==> config.mk <==
export PLATFORM = sky130hd
export DESIGN_NAME = sha256_byte_stream_hasher_core
export DESIGN_NICKNAME = d
export VERILOG_FILES = /design/src/rtl/sha_pkg.sv /design/src/rtl/sha_cmd_fifo.sv /design/src/rtl/sha_engine.sv /design/src/rtl/sha256_byte_stream_hasher_core.sv
export SDC_FILE = /design/constraint.sdc
export NUM_CORES = 2
export LEC_CHECK = 0
export ABC_AREA = 1
export BUFFER_PORTS_ARGS = -buffer_cell sky130_fd_sc_hd__clkbuf_2
export CAP_MARGIN = 20
export CORE_ASPECT_RATIO = 0.9
export CORE_MARGIN = 3
export CORE_UTILIZATION = 38
export CTS_BUF_LIST = sky130_fd_sc_hd__clkbuf_2 sky130_fd_sc_hd__clkbuf_4 sky130_fd_sc_hd__clkbuf_8
export DETAILED_ROUTE_END_ITERATION = 6
export GPL_TIMING_DRIVEN = 0
export PLACE_DENSITY = 0.59
export SETUP_SLACK_MARGIN = 0.4
export SLEW_MARGIN = 15
export SYNTH_ARGS = -nofsm -noshare
export SYNTH_HDL_FRONTEND = slang
export SYNTH_SLANG_ARGS = --single-unit
==> constraint.sdc <==
create_clock -name i_clk -period 42.6 [get_ports i_clk]
set_clock_uncertainty 0.15 [all_clocks]
set_input_delay 2.13 -clock i_clk [delete_from_list [all_inputs] [get_ports i_clk]]
set_output_delay 2.13 -clock i_clk [all_outputs]
set_load 0.05 [all_outputs]
==> src/rtl/sha_pkg.sv <==
`timescale 1ns / 1ps
// ----------------------------------------------------------------------------
// SHA-256 package
// Shared types, constants and round functions for the byte stream hasher.
// ----------------------------------------------------------------------------
package sha_pkg;

    localparam int QueueDepth = 4;

    typedef enum logic [0:0] {
        OP_ABSORB = 1'b0,
        OP_FINISH = 1'b1
    } t_op;

    typedef struct packed {
        t_op        op;
        logic [7:0] data_byte;
    } t_cmd;

    typedef enum logic [2:0] {
        ST_IDLE,
        ST_PAD,
        ST_ROUND,
        ST_ADD,
        ST_EMIT
    } t_state;

    localparam logic [7:0] PadByte = 8'h80;
    localparam logic [5:0] LengthAt = 6'd56;

    localparam logic [31:0] InitH [8] = '{
        32'h6A09E667, 32'hBB67AE85, 32'h3C6EF372, 32'hA54FF53A,
        32'h510E527F, 32'h9B05688C, 32'h1F83D9AB, 32'h5BE0CD19
    };

    localparam logic [31:0] RoundK [64] = '{
        32'h428A2F98, 32'h71374491, 32'hB5C0FBCF, 32'hE9B5DBA5,
        32'h3956C25B, 32'h59F111F1, 32'h923F82A4, 32'hAB1C5ED5,
        32'hD807AA98, 32'h12835B01, 32'h243185BE, 32'h550C7DC3,
        32'h72BE5D74, 32'h80DEB1FE, 32'h9BDC06A7, 32'hC19BF174,
        32'hE49B69C1, 32'hEFBE4786, 32'h0FC19DC6, 32'h240CA1CC,
        32'h2DE92C6F, 32'h4A7484AA, 32'h5CB0A9DC, 32'h76F988DA,
        32'h983E5152, 32'hA831C66D, 32'hB00327C8, 32'hBF597FC7,
        32'hC6E00BF3, 32'hD5A79147, 32'h06CA6351, 32'h14292967,
        32'h27B70A85, 32'h2E1B2138, 32'h4D2C6DFC, 32'h53380D13,
        32'h650A7354, 32'h766A0ABB, 32'h81C2C92E, 32'h92722C85,
        32'hA2BFE8A1, 32'hA81A664B, 32'hC24B8B70, 32'hC76C51A3,
        32'hD192E819, 32'hD6990624, 32'hF40E3585, 32'h106AA070,
        32'h19A4C116, 32'h1E376C08, 32'h2748774C, 32'h34B0BCB5,
        32'h391C0CB3, 32'h4ED8AA4A, 32'h5B9CCA4F, 32'h682E6FF3,
        32'h748F82EE, 32'h78A5636F, 32'h84C87814, 32'h8CC70208,
        32'h90BEFFFA, 32'hA4506CEB, 32'hBEF9A3F7, 32'hC67178F2
    };

    function automatic logic [31:0] ror(input logic [31:0] x, input int n);
        ror = (x >> n) | (x << (32 - n));
    endfunction

    function automatic logic [31:0] big_s0(input logic [31:0] x);
        big_s0 = ror(x, 2) ^ ror(x, 13) ^ ror(x, 22);
    endfunction

    function automatic logic [31:0] big_s1(input logic [31:0] x);
        big_s1 = ror(x, 6) ^ ror(x, 11) ^ ror(x, 25);
    endfunction

    function automatic logic [31:0] sm_s0(input logic [31:0] x);
        sm_s0 = ror(x, 7) ^ ror(x, 18) ^ (x >> 3);
    endfunction

    function automatic logic [31:0] sm_s1(input logic [31:0] x);
        sm_s1 = ror(x, 17) ^ ror(x, 19) ^ (x >> 10);
    endfunction

endpackage

==> src/rtl/sha_cmd_fifo.sv <==
`timescale 1ns / 1ps
// ----------------------------------------------------------------------------
// SHA command queue
// Short queue between the input side and the hashing engine.
// ----------------------------------------------------------------------------
module sha_cmd_fifo
    import sha_pkg::*;
(
    input  logic i_clk,
    input  logic i_rst_n,
    input  logic i_push,
    input  t_cmd i_cmd,
    output logic o_full,
    input  logic i_pop,
    output t_cmd o_cmd,
    output logic o_empty
);
    localparam int AddrW = $clog2(QueueDepth);

    t_cmd             r_mem [QueueDepth];
    logic [AddrW-1:0] r_wr;
    logic [AddrW-1:0] r_rd;
    logic [AddrW:0]   r_cnt;

    logic do_push;
    logic do_pop;

    assign o_full  = (r_cnt == (AddrW+1)'(QueueDepth));
    assign o_empty = (r_cnt == '0);
    assign do_push = i_push && !o_full;
    assign do_pop  = i_pop && !o_empty;
    assign o_cmd   = r_mem[r_rd];

    always_ff @(posedge i_clk) begin
        if (do_push) begin
            r_mem[r_wr] <= i_cmd;
        end
    end

    always_ff @(posedge i_clk) begin
        if (!i_rst_n) begin
            r_wr  <= '0;
            r_rd  <= '0;
            r_cnt <= '0;
        end else begin
            if (do_push) begin
                r_wr <= r_wr + 1'b1;
            end
            if (do_pop) begin
                r_rd <= r_rd + 1'b1;
            end
            r_cnt <= r_cnt + (AddrW+1)'(do_push) - (AddrW+1)'(do_pop);
        end
    end

endmodule

==> src/rtl/sha_engine.sv <==
`timescale 1ns / 1ps
// ----------------------------------------------------------------------------
// SHA engine
// Buffers bytes, pads, runs 64 rounds per block and emits digest chunks.
// ----------------------------------------------------------------------------
module sha_engine
    import sha_pkg::*;
(
    input  logic        i_clk,
    input  logic        i_rst_n,
    input  logic        i_cmd_valid,
    input  t_cmd        i_cmd,
    output logic        o_cmd_pop,
    output logic        o_empty,
    input  logic        i_pop,
    output logic [63:0] o_digest_chunk,
    output logic [1:0]  o_chunk_index,
    output logic        o_last_chunk
);
    t_state       r_state, n_state;
    logic [31:0]  r_buf [16];  // block buffer, big-endian words
    logic [31:0]  r_h   [8];
    logic [31:0]  r_v   [8];
    logic [31:0]  r_w   [16];
    logic [5:0]   r_fill;
    logic [63:0]  r_total;
    logic [5:0]   r_round;
    logic         r_final;   // compression belongs to a finish item
    logic         r_second;  // length block still to come
    logic [1:0]   r_chunk;

    logic [31:0] t1, t2, w_cur, w_new;
    logic [63:0] bits;
    logic        byte_go, fin_go;

    assign bits  = {r_total[60:0], 3'b000};
    assign w_cur = r_w[0];
    assign w_new = r_w[0] + sm_s0(r_w[1]) + r_w[9] + sm_s1(r_w[14]);
    assign t1 = r_v[7] + big_s1(r_v[4]) + ((r_v[4] & r_v[5]) ^ (~r_v[4] & r_v[6]))
              + RoundK[r_round] + w_cur;
    assign t2 = big_s0(r_v[0]) + ((r_v[0] & r_v[1]) ^ (r_v[0] & r_v[2])
              ^ (r_v[1] & r_v[2]));

    assign byte_go = (r_state == ST_IDLE) && i_cmd_valid && (i_cmd.op == OP_ABSORB);
    assign fin_go  = (r_state == ST_IDLE) && i_cmd_valid && (i_cmd.op == OP_FINISH);

    // next state
    always_comb begin
        n_state = r_state;
        unique case (r_state)
            ST_IDLE: begin
                if (byte_go && (r_fill == 6'd63)) begin
                    n_state = ST_ROUND;
                end else if (fin_go) begin
                    n_state = ST_PAD;
                end
            end
            ST_PAD:   n_state = ST_ROUND;
            ST_ROUND: begin
                if (r_round == 6'd63) begin
                    n_state = ST_ADD;
                end
            end
            ST_ADD: begin
                priority if (r_second) begin
                    n_state = ST_PAD;
                end else if (r_final) begin
                    n_state = ST_EMIT;
                end else begin
                    n_state = ST_IDLE;
                end
            end
            ST_EMIT: begin
                if (i_pop && (r_chunk == 2'd3)) begin
                    n_state = ST_IDLE;
                end
            end
            default:  n_state = ST_IDLE;
        endcase
    end

    // outputs
    always_comb begin
        o_cmd_pop      = (r_state == ST_IDLE) && i_cmd_valid;
        o_empty        = (r_state != ST_EMIT);
        o_digest_chunk = {r_h[{r_chunk, 1'b0}], r_h[{r_chunk, 1'b1}]};
        o_chunk_index  = r_chunk;
        o_last_chunk   = (r_chunk == 2'd3);
    end

    // block buffer, message schedule and working variables
    always_ff @(posedge i_clk) begin
        if (byte_go) begin
            r_buf[r_fill[5:2]][{~r_fill[1:0], 3'b000} +: 8] <= i_cmd.data_byte;
        end
        if (fin_go) begin
            // 0x80 after the last byte, zeros up to the end of the block
            for (int i = 0; i < 16; i++) begin
                if (4'(i) > r_fill[5:2]) begin
                    r_buf[i] <= '0;
                end else if (4'(i) == r_fill[5:2]) begin
                    for (int b = 0; b < 4; b++) begin
                        if (2'(b) == r_fill[1:0]) begin
                            r_buf[i][8*(3-b) +: 8] <= PadByte;
                        end else if (2'(b) > r_fill[1:0]) begin
                            r_buf[i][8*(3-b) +: 8] <= 8'h00;
                        end
                    end
                end
            end
        end
        if (r_state == ST_PAD) begin
            for (int i = 0; i < 14; i++) begin
                r_w[i] <= r_buf[i];
            end
            r_w[14] <= r_second ? r_buf[14] : bits[63:32];
            r_w[15] <= r_second ? r_buf[15] : bits[31:0];
            for (int i = 0; i < 8; i++) begin
                r_v[i] <= r_h[i];
            end
        end else if (r_state == ST_IDLE && byte_go && r_fill == 6'd63) begin
            for (int i = 0; i < 15; i++) begin
                r_w[i] <= r_buf[i];
            end
            r_w[15] <= {r_buf[15][31:8], i_cmd.data_byte};
            for (int i = 0; i < 8; i++) begin
                r_v[i] <= r_h[i];
            end
        end else if (r_state == ST_ROUND) begin
            for (int i = 0; i < 15; i++) begin
                r_w[i] <= r_w[i+1];
            end
            r_w[15] <= w_new;
            r_v[7] <= r_v[6];
            r_v[6] <= r_v[5];
            r_v[5] <= r_v[4];
            r_v[4] <= r_v[3] + t1;
            r_v[3] <= r_v[2];
            r_v[2] <= r_v[1];
            r_v[1] <= r_v[0];
            r_v[0] <= t1 + t2;
        end
        if (r_state == ST_ADD && r_second) begin
            // second block carries only zeros and the length
            for (int i = 0; i < 16; i++) begin
                r_buf[i] <= '0;
            end
        end
    end

    always_ff @(posedge i_clk) begin
        if (!i_rst_n) begin
            r_state  <= ST_IDLE;
            r_fill   <= '0;
            r_total  <= '0;
            r_round  <= '0;
            r_final  <= 1'b0;
            r_second <= 1'b0;
            r_chunk  <= '0;
            for (int i = 0; i < 8; i++) begin
                r_h[i] <= InitH[i];
            end
        end else begin
            r_state <= n_state;
            if (byte_go) begin
                r_fill  <= r_fill + 1'b1;
                r_total <= r_total + 64'd1;
            end
            if (fin_go) begin
                r_final  <= 1'b1;
                // 0x80 plus the length no longer fit in this block
                r_second <= (r_fill >= LengthAt);
            end
            if (r_state == ST_ROUND) begin
                r_round <= r_round + 1'b1;
            end
            if (r_state == ST_ADD) begin
                for (int i = 0; i < 8; i++) begin
                    r_h[i] <= r_h[i] + r_v[i];
                end
                r_second <= 1'b0;
            end
            if (r_state == ST_EMIT && i_pop) begin
                r_chunk <= r_chunk + 1'b1;
                if (r_chunk == 2'd3) begin
                    r_final <= 1'b0;
                    r_fill  <= '0;
                    r_total <= '0;
                    for (int i = 0; i < 8; i++) begin
                        r_h[i] <= InitH[i];
                    end
                end
            end
        end
    end

endmodule

==> src/rtl/sha256_byte_stream_hasher_core.sv <==
`timescale 1ns / 1ps
// ----------------------------------------------------------------------------
// SHA-256 byte stream hasher
// Hashes a byte stream and emits the digest as four 64-bit chunks.
// ----------------------------------------------------------------------------
// Usage:
//   Input channel: i_push / o_full. op 0 absorbs i_data_byte, op 1 finishes
//   the message. Items land in a four-entry queue, then in the engine.
//   Result channel: o_empty / i_pop. A finish gives four chunks, index 0 to 3,
//   o_last_chunk marking the final one; absorbs give no result.
//   The engine takes an absorb while idle; the 64th byte of a block runs
//   the round loop (one round per cycle, then the add) before the next item.
//   A finish runs the padding block, and a second one when it is needed,
//   before the first chunk shows; the engine holds until all four are popped.
//   A stalled receiver backs up the engine, then the queue, then o_full.
//   Reset (synchronous, i_rst_n low) empties the queue and loads the initial
//   hash values; no clearing pass is needed.
// ----------------------------------------------------------------------------
module sha256_byte_stream_hasher_core
    import sha_pkg::*;
(
    input  logic        i_clk,
    input  logic        i_rst_n,
    input  logic        i_push,
    output logic        o_full,
    input  logic        i_op,
    input  logic [7:0]  i_data_byte,
    output logic        o_empty,
    input  logic        i_pop,
    output logic [63:0] o_digest_chunk,
    output logic [1:0]  o_chunk_index,
    output logic        o_last_chunk
);
    t_cmd in_cmd, q_cmd;
    logic q_empty, q_pop;

    assign in_cmd.op        = t_op'(i_op);
    assign in_cmd.data_byte = i_data_byte;

    sha_cmd_fifo u_fifo (
        .i_clk   (i_clk),
        .i_rst_n (i_rst_n),
        .i_push  (i_push),
        .i_cmd   (in_cmd),
        .o_full  (o_full),
        .i_pop   (q_pop),
        .o_cmd   (q_cmd),
        .o_empty (q_empty)
    );

    sha_engine u_engine (
        .i_clk          (i_clk),
        .i_rst_n        (i_rst_n),
        .i_cmd_valid    (!q_empty),
        .i_cmd          (q_cmd),
        .o_cmd_pop      (q_pop),
        .o_empty        (o_empty),
        .i_pop          (i_pop),
        .o_digest_chunk (o_digest_chunk),
        .o_chunk_index  (o_chunk_index),
        .o_last_chunk   (o_last_chunk)
    );

endmodule

==> run_results.csv <==
group,metric,value,unit
logic_synthesis,yosys_warnings,0,
cts,cts-resized-gates,0,
die,die_h,494,um
global_route,grt_max_degree,59,
finish,fin_util,0.431,
logic_synthesis,synthTopCellsByArea,"edfxtp_1, nand2_1, dfxtp_1",
timing,slew_viol_final,0,
setup_path,critPathSlowestCell,"xor2_1",
logic_synthesis,ys_ff_latch,1663,
timing,fin_crit_sh,0.263,
logic_synthesis,yosysTopAreaCellShare,0.296,
timing,rsz0062_at_grt,"no",
logic_synthesis,synth_edf_count,992,
cts,post_cts_buffers,0,
placement,post-dp-hpwl,399000,um
worst_hold_path,hp-class,"reg -> reg",
cts,clockBufferDepth,4,
setup_path,crit_arrival,11.76,ns
run_status,status,"finished clean",
timing,relSlewSlack,0.121,
cts,cts_root_buffer,"clkbuf_8",
route,drtIter0Drc,17400,
cts,htree_levels,5,
logic_synthesis,synth.avg_cell_area,7.85,um^2
placement,io_buffers,81,
cts,clk_latency,1.05,ns
finish,fill_cells,27200,
cts,clock_sinks,1663,
setup_path,worst_setup_path_end_kind,"register",
logic_synthesis,syn_nets,13400,
timing,period_needed,11.20,ns
logic_synthesis,yosysSeqAreaShare,0.430,
timing,timing.fmax,89.3,MHz
die,die_w,548,um
global_route,grt_pass1_wl,680000,um
die,core,262000,um^2
global_route,grt-ovfl-total,0,
die,initial_core_util,0.384,
placement,place.gp.congestion,1.09,
setup_path,cp_common_cell,"nand2_1",
setup_path,max_stage_delay,0.62,ns
route,wirelength,499000,um
logic_synthesis,syn-cell-area,101000,um^2
setup_path,critPathKind,"reg -> reg",
route,firstDrtPassIters,7,
finish,layout.nets,13900,
finish,area_growth,12.3,%
setup_path,crit_fanout,9,
route,vias,98800,
finish,final_cell_mix,"nand2_1, inv_1, a21oi_1",
timing,setup_viol,0,
route,routedWlPerCell,29.3,um
setup_path,critPathLaunchType,"register",
route,post_drt_via_cell_ratio,5.80,
timing,hold_viol,0,
run,cap_viol_max_count,0,
logic_synthesis,yosysTopAreaCell,"edfxtp_1",
finish,layout_commonest_cell,"nand2_1",
route,ant_nets,0,
cts,numCtsBuffers,306,
cts,cts.reportedPaths.clkPinSlew,0.06,ns
finish,drive_gt1_frac,0.0789,
logic_synthesis,synthFlopType,"edfxtp_1",
die,pin_count,82,
logic_synthesis,synthCells,12800,
cts,cts_tree,"built",
timing,tightest_slew,1.30,ns
global_route,grt_pass1_vias,87500,
global_route,antenna_found_initial,46,
timing,tns,0,ns
logic_synthesis,synthArstFlopShare,0,
setup_path,required,43.16,ns
logic_synthesis,ys_types,71,
die,rows,178,
die,die_area,271000,um^2
route,drcViolationCount,0,
global_route,grt_use_total,0.355,
cts,cts_hold_buf,0,
==> worst max-delay path: cells and delay by family, from the launching register on <==
kind,cells,cell delay [ns]
and+or+nand+nor,20,3.71
adders and majority gates,7,3.49
AOI/OAI and AO/OA,5,1.20
buffers and inverters,5,1.19
xor gates and xnor gates,1,0.62
DFF,1,0.58
==> flip-flops by register name, summed over array words and instances, names as in the netlist, named ones only <==
signal and flops:
u_engine.r_buf 512, u_engine.r_fill 6, u_engine.r_total 61, u_fifo.r_wr 2, u_engine.r_state 3, u_fifo.r_mem 36, u_engine.r_final 1, u_engine.r_round 6
u_engine.o_chunk_index 2, u_engine.r_h 256, u_fifo.r_rd 2, u_engine.r_second 1, u_engine.r_w 512, u_engine.r_v 256, u_fifo.r_cnt 3
==> cells by family after synthesis <==
family          Yosys count  synth area share
flops                  1663             0.430
xor+xnor                388            0.0338
compound gates         2770             0.152
buf+inv                1834            0.0700
simple gates           5551             0.225
fa+ha+maj               604            0.0896
==> cell type report <==
cell class,instances,area (um^2),area share
antenna,18,45.0,0.000399
inverter,1392,5230,0.0463
sequential,1663,43200,0.383
multi-input combinational,9313,50400,0.446
buffer,442,1850,0.0164
timing repair buffer,137,1400,0.0124
clock inverter,78,666,0.00589
tap,3510,4390,0.0389
clock buffer,479,5730,0.0507
==> metal layers <==
layer,vias to the layer above,GRT usage,wire (um)
li1,43600,-,-
met1,47300,0.522,212000
met2,6962,0.457,185000
met3,938,0.138,79700
met4,16,0.134,22100
met5,-,0.00492,309
==> final timing paths <==
path,startpoint,end,slack (ns),cells past startpoint
worst min-delay path,u_engine.r_buf[0][22]$_SDFFE_PP0P_,u_engine.r_w[0][22]$_DFFE_PP_,0.29,2
worst max-delay path,u_engine.r_round[1]$_SDFFE_PN0P_,u_engine.r_v[0][31]$_DFFE_PP_,31.40,38
worst min register to register,u_engine.r_buf[0][22]$_SDFFE_PP0P_,u_engine.r_w[0][22]$_DFFE_PP_,0.29,2
worst max register to register,u_engine.r_round[1]$_SDFFE_PN0P_,u_engine.r_v[0][31]$_DFFE_PP_,31.40,38
==> synth_stat cells, drive strengths merged, types with 11 or more instances <==
cell type and instances:
inv 1386, xnor2 164, a221oi 22, nand4 85, or2 49, nor3 119, fa 196, o21a 41
xor2 224, nand3 411, a21boi 25, clkbuf 323, a32oi 33, o22ai 138, nor4 24, a21o 66
edfxtp 992, o21bai 39, buf 119, a31oi 71, dfxtp 671, o221ai 26, a211oi 41, o31ai 15
and3 11, ha 404, a21oi 1159, o21ai 1007, nor2 1151, nand2 3664, nand3b 30, o211ai 40
==> per-stage QoR <==
step                worst slack [ns]  cell area, um^2  cells  hold WS [ns]
finish                         31.40           113000  17000         0.289
CTS                            31.58           113000  17000         0.272
floorplan                      29.21           101000  12800         0.274
detailed placement             31.57           106000  16500         0.288
global placement               21.36           105000  16400         0.281
global route                   31.30           113000  17000         0.314
Power is not shown: default switching activity piles up to over one toggle a cycle in this logic, so the estimate is an artifact.
